===== src/rtl/core/psrl_pkg.sv =====
// Shared types, constants and helpers for the per-source connection rate limiter.
`timescale 1ns / 1ps
`default_nettype none
package psrl_pkg;

	localparam int SLOTS     = 16;
	localparam int TRIES     = 4;
	localparam int SLOT_W    = $clog2(SLOTS);
	localparam int TIME_N    = SLOTS * TRIES;
	localparam int TIME_AW   = $clog2(TIME_N);
	localparam int TCNT_W    = $clog2(TRIES + 1);
	localparam int ADDR_W    = 32;
	localparam int SEC_W     = 32;
	localparam int DELAY_W   = 16;
	localparam int CFG_IDX_W = 1;

	localparam logic [CFG_IDX_W-1:0] REG_CONNECT_DELAY = 1'b0;
	localparam logic [CFG_IDX_W-1:0] REG_FORCE_VERIFY  = 1'b1;

	typedef enum logic [3:0] {
		S_IDLE,
		S_SCAN,
		S_SCAN_END,
		S_SLOT_RD,
		S_SLOT_CHK,
		S_TIME,
		S_TIME_END,
		S_UPD,
		S_DONE
	} state_t;

	typedef struct packed {
		logic [SLOT_W-1:0]  slot_ra;
		logic               slot_we;
		logic [SLOT_W-1:0]  slot_wa;
		logic [ADDR_W-1:0]  slot_wd_addr;
		logic [SEC_W-1:0]   slot_wd_blk;
		logic [TIME_AW-1:0] time_ra;
		logic               time_we;
		logic [TIME_AW-1:0] time_wa;
		logic [SEC_W-1:0]   time_wd;
	} store_req_t;

	typedef struct packed {
		logic [ADDR_W-1:0] slot_addr;
		logic [SEC_W-1:0]  slot_blk;
		logic [SEC_W-1:0]  time_val;
	} store_rsp_t;

	function automatic logic [SEC_W-1:0] sat_add(input logic [SEC_W-1:0] a,
		input logic [DELAY_W-1:0] b);
		logic [SEC_W:0] s;
		s = {1'b0, a} + {{(SEC_W + 1 - DELAY_W){1'b0}}, b};
		return s[SEC_W] ? {SEC_W{1'b1}} : s[SEC_W-1:0];
	endfunction

endpackage
`default_nettype wire


===== src/rtl/core/psrl_store.sv =====
// Slot and attempt-time memories with per-entry valid bits; reads registered.
`timescale 1ns / 1ps
`default_nettype none
module psrl_store
	import psrl_pkg::*;
(
	input  wire logic       clk,
	input  wire logic       arst_n,
	input  wire store_req_t req,
	output store_rsp_t      rsp
);

	logic [ADDR_W+SEC_W-1:0] slot_mem [SLOTS];
	logic [SEC_W-1:0]        time_mem [TIME_N];
	logic [SLOTS-1:0]        slot_vld_q;
	logic [TIME_N-1:0]       time_vld_q;
	logic [ADDR_W+SEC_W-1:0] slot_rd_s1;
	logic [SEC_W-1:0]        time_rd_s1;
	logic                    slot_rv_s1;
	logic                    time_rv_s1;

	always_ff @(posedge clk) begin
		if (req.slot_we) begin
			slot_mem[req.slot_wa] <= {req.slot_wd_addr, req.slot_wd_blk};
		end
		if (req.time_we) begin
			time_mem[req.time_wa] <= req.time_wd;
		end
		slot_rd_s1 <= slot_mem[req.slot_ra];
		time_rd_s1 <= time_mem[req.time_ra];
	end

	always_ff @(posedge clk or negedge arst_n) begin
		if (!arst_n) begin
			slot_vld_q <= '0;
			time_vld_q <= '0;
			slot_rv_s1 <= 1'b0;
			time_rv_s1 <= 1'b0;
		end else begin
			if (req.slot_we) begin
				slot_vld_q[req.slot_wa] <= 1'b1;
			end
			if (req.time_we) begin
				time_vld_q[req.time_wa] <= 1'b1;
			end
			slot_rv_s1 <= slot_vld_q[req.slot_ra];
			time_rv_s1 <= time_vld_q[req.time_ra];
		end
	end

	// never-written entries read as zero
	assign rsp.slot_addr = slot_rv_s1 ? slot_rd_s1[ADDR_W+SEC_W-1:SEC_W] : '0;
	assign rsp.slot_blk  = slot_rv_s1 ? slot_rd_s1[SEC_W-1:0] : '0;
	assign rsp.time_val  = time_rv_s1 ? time_rd_s1 : '0;

endmodule
`default_nettype wire


===== src/rtl/core/per_source_connect_rate_limiter.sv =====
// Top level: per-source connection rate limiter, sequencer over the slot store.
//
// channel   | handshake              | payload
// ----------+------------------------+----------------------------------------
// input     | in_valid / in_ready    | source_addr, now_seconds, trusted
// output    | out_valid / out_ready  | allowed
// config    | cfg_we                 | cfg_index, cfg_data
//
// Bypassed transactions skip the table entirely; a zero address skips the slot scan.
// A full check makes 15 slot reads, then reads the chosen slot and
// its 4 attempt times, each through the registered memory read port.
// One transaction in flight; in_ready is high only when the sequencer is idle.
// The result register holds while out_ready is low; a new transaction can be
// accepted meanwhile. Reset clears all table entries at once via valid bits.
`timescale 1ns / 1ps
`default_nettype none
module per_source_connect_rate_limiter
	import psrl_pkg::*;
(
	input  wire logic                 clk,
	input  wire logic                 arst_n,
	input  wire logic                 in_valid,
	output logic                      in_ready,
	input  wire logic [ADDR_W-1:0]    source_addr,
	input  wire logic [SEC_W-1:0]     now_seconds,
	input  wire logic                 trusted,
	output logic                      out_valid,
	input  wire logic                 out_ready,
	output logic                      allowed,
	input  wire logic                 cfg_we,
	input  wire logic [CFG_IDX_W-1:0] cfg_index,
	input  wire logic [DELAY_W-1:0]   cfg_data
);

	state_t              state_q, state_d;
	store_req_t          req;
	store_rsp_t          rsp;

	logic [DELAY_W-1:0]  delay_q;
	logic                force_q;
	logic                out_valid_q;
	logic                allowed_q;
	logic                res_q;

	logic [ADDR_W-1:0]   addr_q;
	logic [SEC_W-1:0]    now_q;
	logic [SLOT_W-1:0]   idx_q, idx_s1;
	logic                scan_s1;
	logic                match_found_q, exp_found_q;
	logic [SLOT_W-1:0]   match_slot_q, exp_slot_q;
	logic [SLOT_W-1:0]   slot_q, chosen;

	logic [TIME_AW-1:0]  taddr_q, taddr_s1, first_addr_q;
	logic [TCNT_W-1:0]   tcnt_q;
	logic                time_s1;
	logic                first_found_q;
	logic [SEC_W-1:0]    latest_q;

	logic                in_acc;
	logic                bypass;
	logic                out_load;

	assign in_ready  = (state_q == S_IDLE);
	assign in_acc    = in_valid && in_ready;
	assign bypass    = (trusted && !force_q) || (delay_q == '0);
	assign out_load  = (state_q == S_DONE) && (!out_valid_q || out_ready);
	assign out_valid = out_valid_q;
	assign allowed   = allowed_q;
	assign chosen    = match_found_q ? match_slot_q : (exp_found_q ? exp_slot_q : '0);

	psrl_store u_store (
		.clk    (clk),
		.arst_n (arst_n),
		.req    (req),
		.rsp    (rsp)
	);

	always_ff @(posedge clk or negedge arst_n) begin
		if (!arst_n) begin
			state_q <= S_IDLE;
		end else begin
			state_q <= state_d;
		end
	end

	always_comb begin
		state_d = state_q;
		req     = '0;
		req.slot_ra = idx_q;
		req.time_ra = taddr_q;
		unique case (state_q)
			S_IDLE: begin
				if (in_valid) begin
					if (bypass) begin
						state_d = S_DONE;
					end else if (source_addr == '0) begin
						state_d = S_SLOT_RD;
					end else begin
						state_d = S_SCAN;
					end
				end
			end
			S_SCAN: begin
				if (idx_q == SLOT_W'(SLOTS - 1)) begin
					state_d = S_SCAN_END;
				end
			end
			S_SCAN_END: begin
				state_d = S_SLOT_RD;
			end
			S_SLOT_RD: begin
				req.slot_ra = chosen;
				state_d     = S_SLOT_CHK;
			end
			S_SLOT_CHK: begin
				if (now_q <= rsp.slot_blk) begin
					req.slot_we      = 1'b1;
					req.slot_wa      = slot_q;
					req.slot_wd_addr = rsp.slot_addr;
					req.slot_wd_blk  = sat_add(now_q, delay_q);
					state_d          = S_DONE;
				end else begin
					state_d = S_TIME;
				end
			end
			S_TIME: begin
				if (tcnt_q == TCNT_W'(TRIES - 1)) begin
					state_d = S_TIME_END;
				end
			end
			S_TIME_END: begin
				state_d = S_UPD;
			end
			S_UPD: begin
				if (first_found_q) begin
					req.time_we = 1'b1;
					req.time_wa = first_addr_q;
					req.time_wd = sat_add(latest_q, delay_q);
				end else begin
					req.slot_we      = 1'b1;
					req.slot_wa      = slot_q;
					req.slot_wd_addr = addr_q;
					req.slot_wd_blk  = sat_add(latest_q, delay_q);
				end
				state_d = S_DONE;
			end
			S_DONE: begin
				if (!out_valid_q || out_ready) begin
					state_d = S_IDLE;
				end
			end
			default: begin
				state_d = S_IDLE;
			end
		endcase
	end

	// control state
	always_ff @(posedge clk or negedge arst_n) begin
		if (!arst_n) begin
			delay_q       <= '0;
			force_q       <= 1'b0;
			out_valid_q   <= 1'b0;
			scan_s1       <= 1'b0;
			time_s1       <= 1'b0;
			idx_q         <= '0;
			tcnt_q        <= '0;
			match_found_q <= 1'b0;
			exp_found_q   <= 1'b0;
			first_found_q <= 1'b0;
		end else begin
			if (cfg_we) begin
				unique case (cfg_index)
					REG_CONNECT_DELAY: delay_q <= cfg_data;
					REG_FORCE_VERIFY:  force_q <= cfg_data[0];
				endcase
			end

			if (out_load) begin
				out_valid_q <= 1'b1;
			end else if (out_ready) begin
				out_valid_q <= 1'b0;
			end

			scan_s1 <= (state_q == S_SCAN);
			time_s1 <= (state_q == S_TIME);

			if (in_acc) begin
				idx_q         <= SLOT_W'(1);
				match_found_q <= 1'b0;
				exp_found_q   <= 1'b0;
			end else if (state_q == S_SCAN) begin
				idx_q <= idx_q + SLOT_W'(1);
			end

			if (scan_s1) begin
				if (!match_found_q && rsp.slot_addr == addr_q) begin
					match_found_q <= 1'b1;
				end
				if (!exp_found_q && now_q > rsp.slot_blk) begin
					exp_found_q <= 1'b1;
				end
			end

			if (state_q == S_SLOT_RD) begin
				tcnt_q        <= '0;
				first_found_q <= 1'b0;
			end else if (state_q == S_TIME) begin
				tcnt_q <= tcnt_q + TCNT_W'(1);
			end

			if (time_s1 && !first_found_q && rsp.time_val <= now_q) begin
				first_found_q <= 1'b1;
			end
		end
	end

	// payload
	always_ff @(posedge clk) begin
		if (in_acc) begin
			addr_q <= source_addr;
			now_q  <= now_seconds;
			res_q  <= 1'b1;
		end
		idx_s1   <= idx_q;
		taddr_s1 <= taddr_q;
		if (scan_s1) begin
			if (!match_found_q && rsp.slot_addr == addr_q) begin
				match_slot_q <= idx_s1;
			end
			if (!exp_found_q && now_q > rsp.slot_blk) begin
				exp_slot_q <= idx_s1;
			end
		end
		if (state_q == S_SLOT_RD) begin
			slot_q   <= chosen;
			taddr_q  <= TIME_AW'(chosen) * TIME_AW'(TRIES);
			latest_q <= now_q;
		end else if (state_q == S_TIME) begin
			taddr_q <= taddr_q + TIME_AW'(1);
		end
		if (state_q == S_SLOT_CHK && now_q <= rsp.slot_blk) begin
			res_q <= 1'b0;
		end
		if (time_s1) begin
			if (rsp.time_val > latest_q) begin
				latest_q <= rsp.time_val;
			end
			if (!first_found_q && rsp.time_val <= now_q) begin
				first_addr_q <= taddr_s1;
			end
		end
		if (state_q == S_UPD) begin
			res_q <= first_found_q;
		end
		if (out_load) begin
			allowed_q <= res_q;
		end
	end

	a_slot_write_state: assert property (@(posedge clk) disable iff (!arst_n)
		req.slot_we |-> (state_q == S_SLOT_CHK || state_q == S_UPD))
		else $error("slot write outside update states");

	a_time_write_state: assert property (@(posedge clk) disable iff (!arst_n)
		req.time_we |-> (state_q == S_UPD && first_found_q))
		else $error("attempt time write without an expired entry");

	a_busy_after_accept: assert property (@(posedge clk) disable iff (!arst_n)
		in_acc |=> !in_ready)
		else $error("ready right after accept");

	a_scan_skips_shared: assert property (@(posedge clk) disable iff (!arst_n)
		(state_q == S_SCAN) |-> (idx_q != '0))
		else $error("scan reached shared slot");

endmodule
`default_nettype wire

===== config.mk =====
export PLATFORM = sky130hd
export DESIGN_NAME = per_source_connect_rate_limiter
export DESIGN_NICKNAME = d
export VERILOG_FILES = /design/src/rtl/core/psrl_pkg.sv /design/src/rtl/core/psrl_store.sv /design/src/rtl/core/per_source_connect_rate_limiter.sv
export SDC_FILE = /design/constraint.sdc
export NUM_CORES = 2
export LEC_CHECK = 0
export BUFFER_PORTS_ARGS = -buffer_cell sky130_fd_sc_hd__buf_2
export CORE_MARGIN = 1
export CORE_UTILIZATION = 40
export DETAILED_ROUTE_END_ITERATION = 12
export SYNTH_ARGS = -nofsm -noshare
export SYNTH_HDL_FRONTEND = slang
export SYNTH_SLANG_ARGS = --single-unit

===== constraint.sdc =====
create_clock -name clk -period 6.8 [get_ports clk]
set_input_delay 0.34 -clock clk [delete_from_list [all_inputs] [get_ports clk]]
set_output_delay 0.34 -clock clk [all_outputs]
set_load 0.02 [all_outputs]

==> flow_summary.json <==
{
  "status": "finished, violations left",
  "violations": "antenna violations",
  "drive_gt1_share_pct": 23.9,
  "post-place-ws_ps": 1340,
  "synth-seq-cells": 3416,
  "core_sq_um": 337000,
  "initial_core_util_pct": 40.2,
  "power_switching_share_pct": 30.6,
  "post_cts.repair.setup_buffers": 0,
  "final_area_sq_um": 156000,
  "endpoint_kind": "flop",
  "fin_crit_sh_pct": 80.3,
  "clock_sinks": 3416,
  "n_fill_cell": 28200,
  "drtIter0Drc": 7409,
  "finalSetupViolations": 0,
  "netlist_top_cells_area": "edfxtp_1 (70%), mux4_2 (11%), mux2i_1 (3.8%)",
  "grt_start_max_net_pins": 127,
  "syn_area_sq_um": 136000,
  "die_area_sq_um": 341000,
  "synth_compound_area_share_pct": 4.29,
  "htreeDepth": 5,
  "fp-row-count": 213,
  "grt_pass1_wl_um": 520000,
  "async_flop_share_pct": 3.40,
  "synth_top_area_cell": "edfxtp_1",
  "cts_buffers": 353,
  "dr.pass1.iters": 5,
  "cp.required_ps": 7290,
  "synth_adder_area_share_pct": 1.25,
  "instances_no_fill": 12300,
  "routed_wl_um": 366000,
  "crit_type": "reg -> reg",
  "multi_input_area_sq_um": 33900,
  "drv_cap": 0,
  "postCtsHoldBufs": 87,
  "powerDensity_nw_per_um2": 389,
  "cts_tree": "built",
  "arrival_ps": 5950,
  "synth_cell_types": 80,
  "clkLatencyLatePin_ps": 960,
  "p_comb_share_pct": 27.0,
  "yosysSeqAreaShare_pct": 74.2,
  "final_nets": 7699,
  "synthesis.instances": 7064,
  "placed_cell_area_sq_um": 143000,
  "first_global_vias": 71300,
  "seq_power_share_pct": 40.6,
  "wire_per_inst_um": 29.8,
  "ant_nets": 1,
  "p_int_w": 0.0421,
  "ir_drop_mv": 0.480,
  "clockBufferDepth": 4,
  "ff_latch_area_sq_um": 101000,
  "worst_pin_slew_ps": 1370,
  "syn_avg_cell_area_sq_um": 19.2,
  "syn2layout_area_growth_pct": 15.0,
  "gp_congestion": 0.863,
  "power_switching_w": 0.0186,
  "final.setup.worst_slack_ps": 1340,
  "hp-class": "in -> reg",
  "fp.dieW_um": 584,
  "die_h_um": 584,
  "via_per_inst": 5.73,
  "synth.top_cell.area_share_pct": 70.0,
  "synth-xor-area-share_pct": 0.284,
  "cts_resized": 0,
  "max_freq_ghz": 0.183,
  "synth_top_family_by_area": "multiplexers",
  "fin_worst_skew_ps": 97.9,
  "relSlewSlack_pct": 8.46,
  "clk_pin_slew_ps": 60,
  "io_buffers": 89,
  "cp_max_fo": 43,
  "synthMuxAreaShare_pct": 15.7,
  "rsz0062_at_grt": "false",
  "start_kind": "flop",
  "path_delay_family": "compound AO/OA/AOI/OAI gates",
  "synthSimpleGateAreaFrac_pct": 2.73,
  "cp_cell_sequence": "nand2_1 -> ha_1 -> a21oi_1 -> o21ai_0 -> a221oi_1 -> o221ai_1 -> a22oi_2 -> and3_1 -> o21ai_1 -> nor2_4 -> buf_4",
  "io_pins": 90,
  "synth_edf_count": 3160,
  "cpMaxStageDelayCell": "nor2_4",
  "slew_violations": 0,
  "synth_ff_type": "edfxtp_1",
  "setup_tns_ps": 0,
  "p_leak_nw": 50.6,
  "timing.final.crit_period_ps": 5460,
  "root_buffer": "clkbuf_16",
  "cpPeakStageDelay_ps": 910,
  "ys.warnings.count": 0,
  "dp_hpwl_um": 216000,
  "gr-total-overflow": 0,
  "vias": 70500,
  "place_inst": 11500,
  "drcViolationCount": 0,
  "grtUsageTotal_pct": 21.2,
  "hold_viol": 0,
  "syn-num-nets": 7285,
  "path_buf_inv": 1,
  "clockPowerShare_pct": 32.4,
  "grt_antenna_before_repair": 20
}
metal layers:
metal	share of wire, %	GRT usage [%]	wire length [um]	vias up
li1	-	-	-	29800
met1	41	28.5	150000	37500
met2	49	35.1	178000	2712
met3	6.6	2.96	24100	548
met4	4.0	7.91	14500	4
met5	0.0071	0	26	-
logic make-up after synthesis:
logic type                 count (synthesis)
buffers and inverters                    461
xor gates and xnor gates                  44
AOI/OAI and AO/OA                        923
and+or+nand+nor                          778
adders and majority gates                134
DFF                                     3416
muxes                                   1308
power by group through the flow:
stage / registers [W] / clock network (W) / logic [W]
floorplan: 0.0246 / 0 / 0.0109
global placement: 0.0250 / 0 / 0.0163
detailed placement: 0.0250 / 0 / 0.0164
CTS: 0.0246 / 0.0199 / 0.0165
global route: 0.0247 / 0.0207 / 0.0174
finish: 0.0246 / 0.0196 / 0.0164
flip-flops by register name, summed over array words and instances, names as in the netlist, 6 cells and up:
register	flops
now_q	32
first_addr_q	6
delay_q	16
addr_q	32
u_store.time_mem	2048
u_store.time_rd_s1	32
latest_q	32
taddr_s1	6
taddr_q	6
u_store.time_vld_q	64
u_store.slot_mem	1024
u_store.slot_vld_q	16
u_store.slot_rd_s1	64
metrics by stage:
step | utilization [%] | power (W) | hold slack, ps
global route | 46.2 | 0.0628 | 58.6
CTS | 46.2 | 0.0611 | 16.7
global placement | 42.5 | 0.0413 | 324
finish | 46.2 | 0.0606 | 88.3
floorplan | - | 0.0356 | 44.4
detailed placement | 42.5 | 0.0414 | 342
worst paths after layout:
check / cells after the start / endpoint / slack (ps) / from
worst min register to register: 0 / first_addr_q[2] / 360 / taddr_s1[2]
min in group asynchronous: 4 / u_store.time_vld_q[62] / 580 / arst_n
max in group asynchronous: 4 / u_store.slot_vld_q[13] / 5360 / arst_n
worst max-delay path: 11 / u_store.slot_mem[13][51] / 1340 / u_store.slot_rv_s1
worst min-delay path: 3 / out_valid / 90 / out_ready
worst max register to register: 11 / u_store.slot_mem[13][51] / 1340 / u_store.slot_rv_s1
layout by cell type, fill, tap and decap left out, drive strengths merged, types with 35 or more instances in the layout:
cell type / Yosys / layout
clkinv: 2 / 131
nand3: 48 / 48
and2: 43 / 43
buf: 188 / 332
mux2i: 517 / 517
bufinv: 0 / 42
nor2: 195 / 195
o221ai: 107 / 107
inv: 100 / 113
ha: 132 / 132
dfxtp: 140 / 140
or2: 68 / 68
nor3: 35 / 35
clkbuf: 171 / 453
dlygate4sd3: 0 / 86
nand2: 247 / 247
mux4: 640 / 640
mux2: 151 / 151
nand4: 39 / 39
o22ai: 123 / 123
dfrtp: 116 / 116
o21ai: 221 / 221
a21oi: 277 / 277
edfxtp: 3160 / 3160
synth_stat cells, drive strengths merged, types with 20 or more instances:
library cell  count
edfxtp         3160
o21ai           221
a22o             34
nor4             25
nand3            48
o22ai           123
dfxtp           140
buf             188
dfrtp           116
xnor2            34
and2             43
o221ai          107
nor2            195
nand2           247
or2              68
mux2            151
inv             100
o21bai           22
nand2b           24
nand4            39
clkbuf          171
a21o             20
a21oi           277
mux4            640
mux2i           517
nor3             35
ha              132
worst register-to-register path: stages (launching register included):
cell	delay [ps]
dfrtp_2	600
nand2_1	130
ha_1	310
a21oi_1	130
o21ai_0	140
a221oi_1	430
o221ai_1	380
a22oi_2	410
and3_1	340
o21ai_1	400
nor2_4	910
buf_4	830
final cells by class:
cell class,count,share of cell area (%)
inverter,102,0.247
multi-input combinational,3187,21.7
tap,4515,3.63
clock buffer,453,6.13
sequential,3416,64.6
antenna,24,0.0385
timing repair buffer,418,2.25
clock inverter,195,1.40
(Power assumes the default switching activity.)
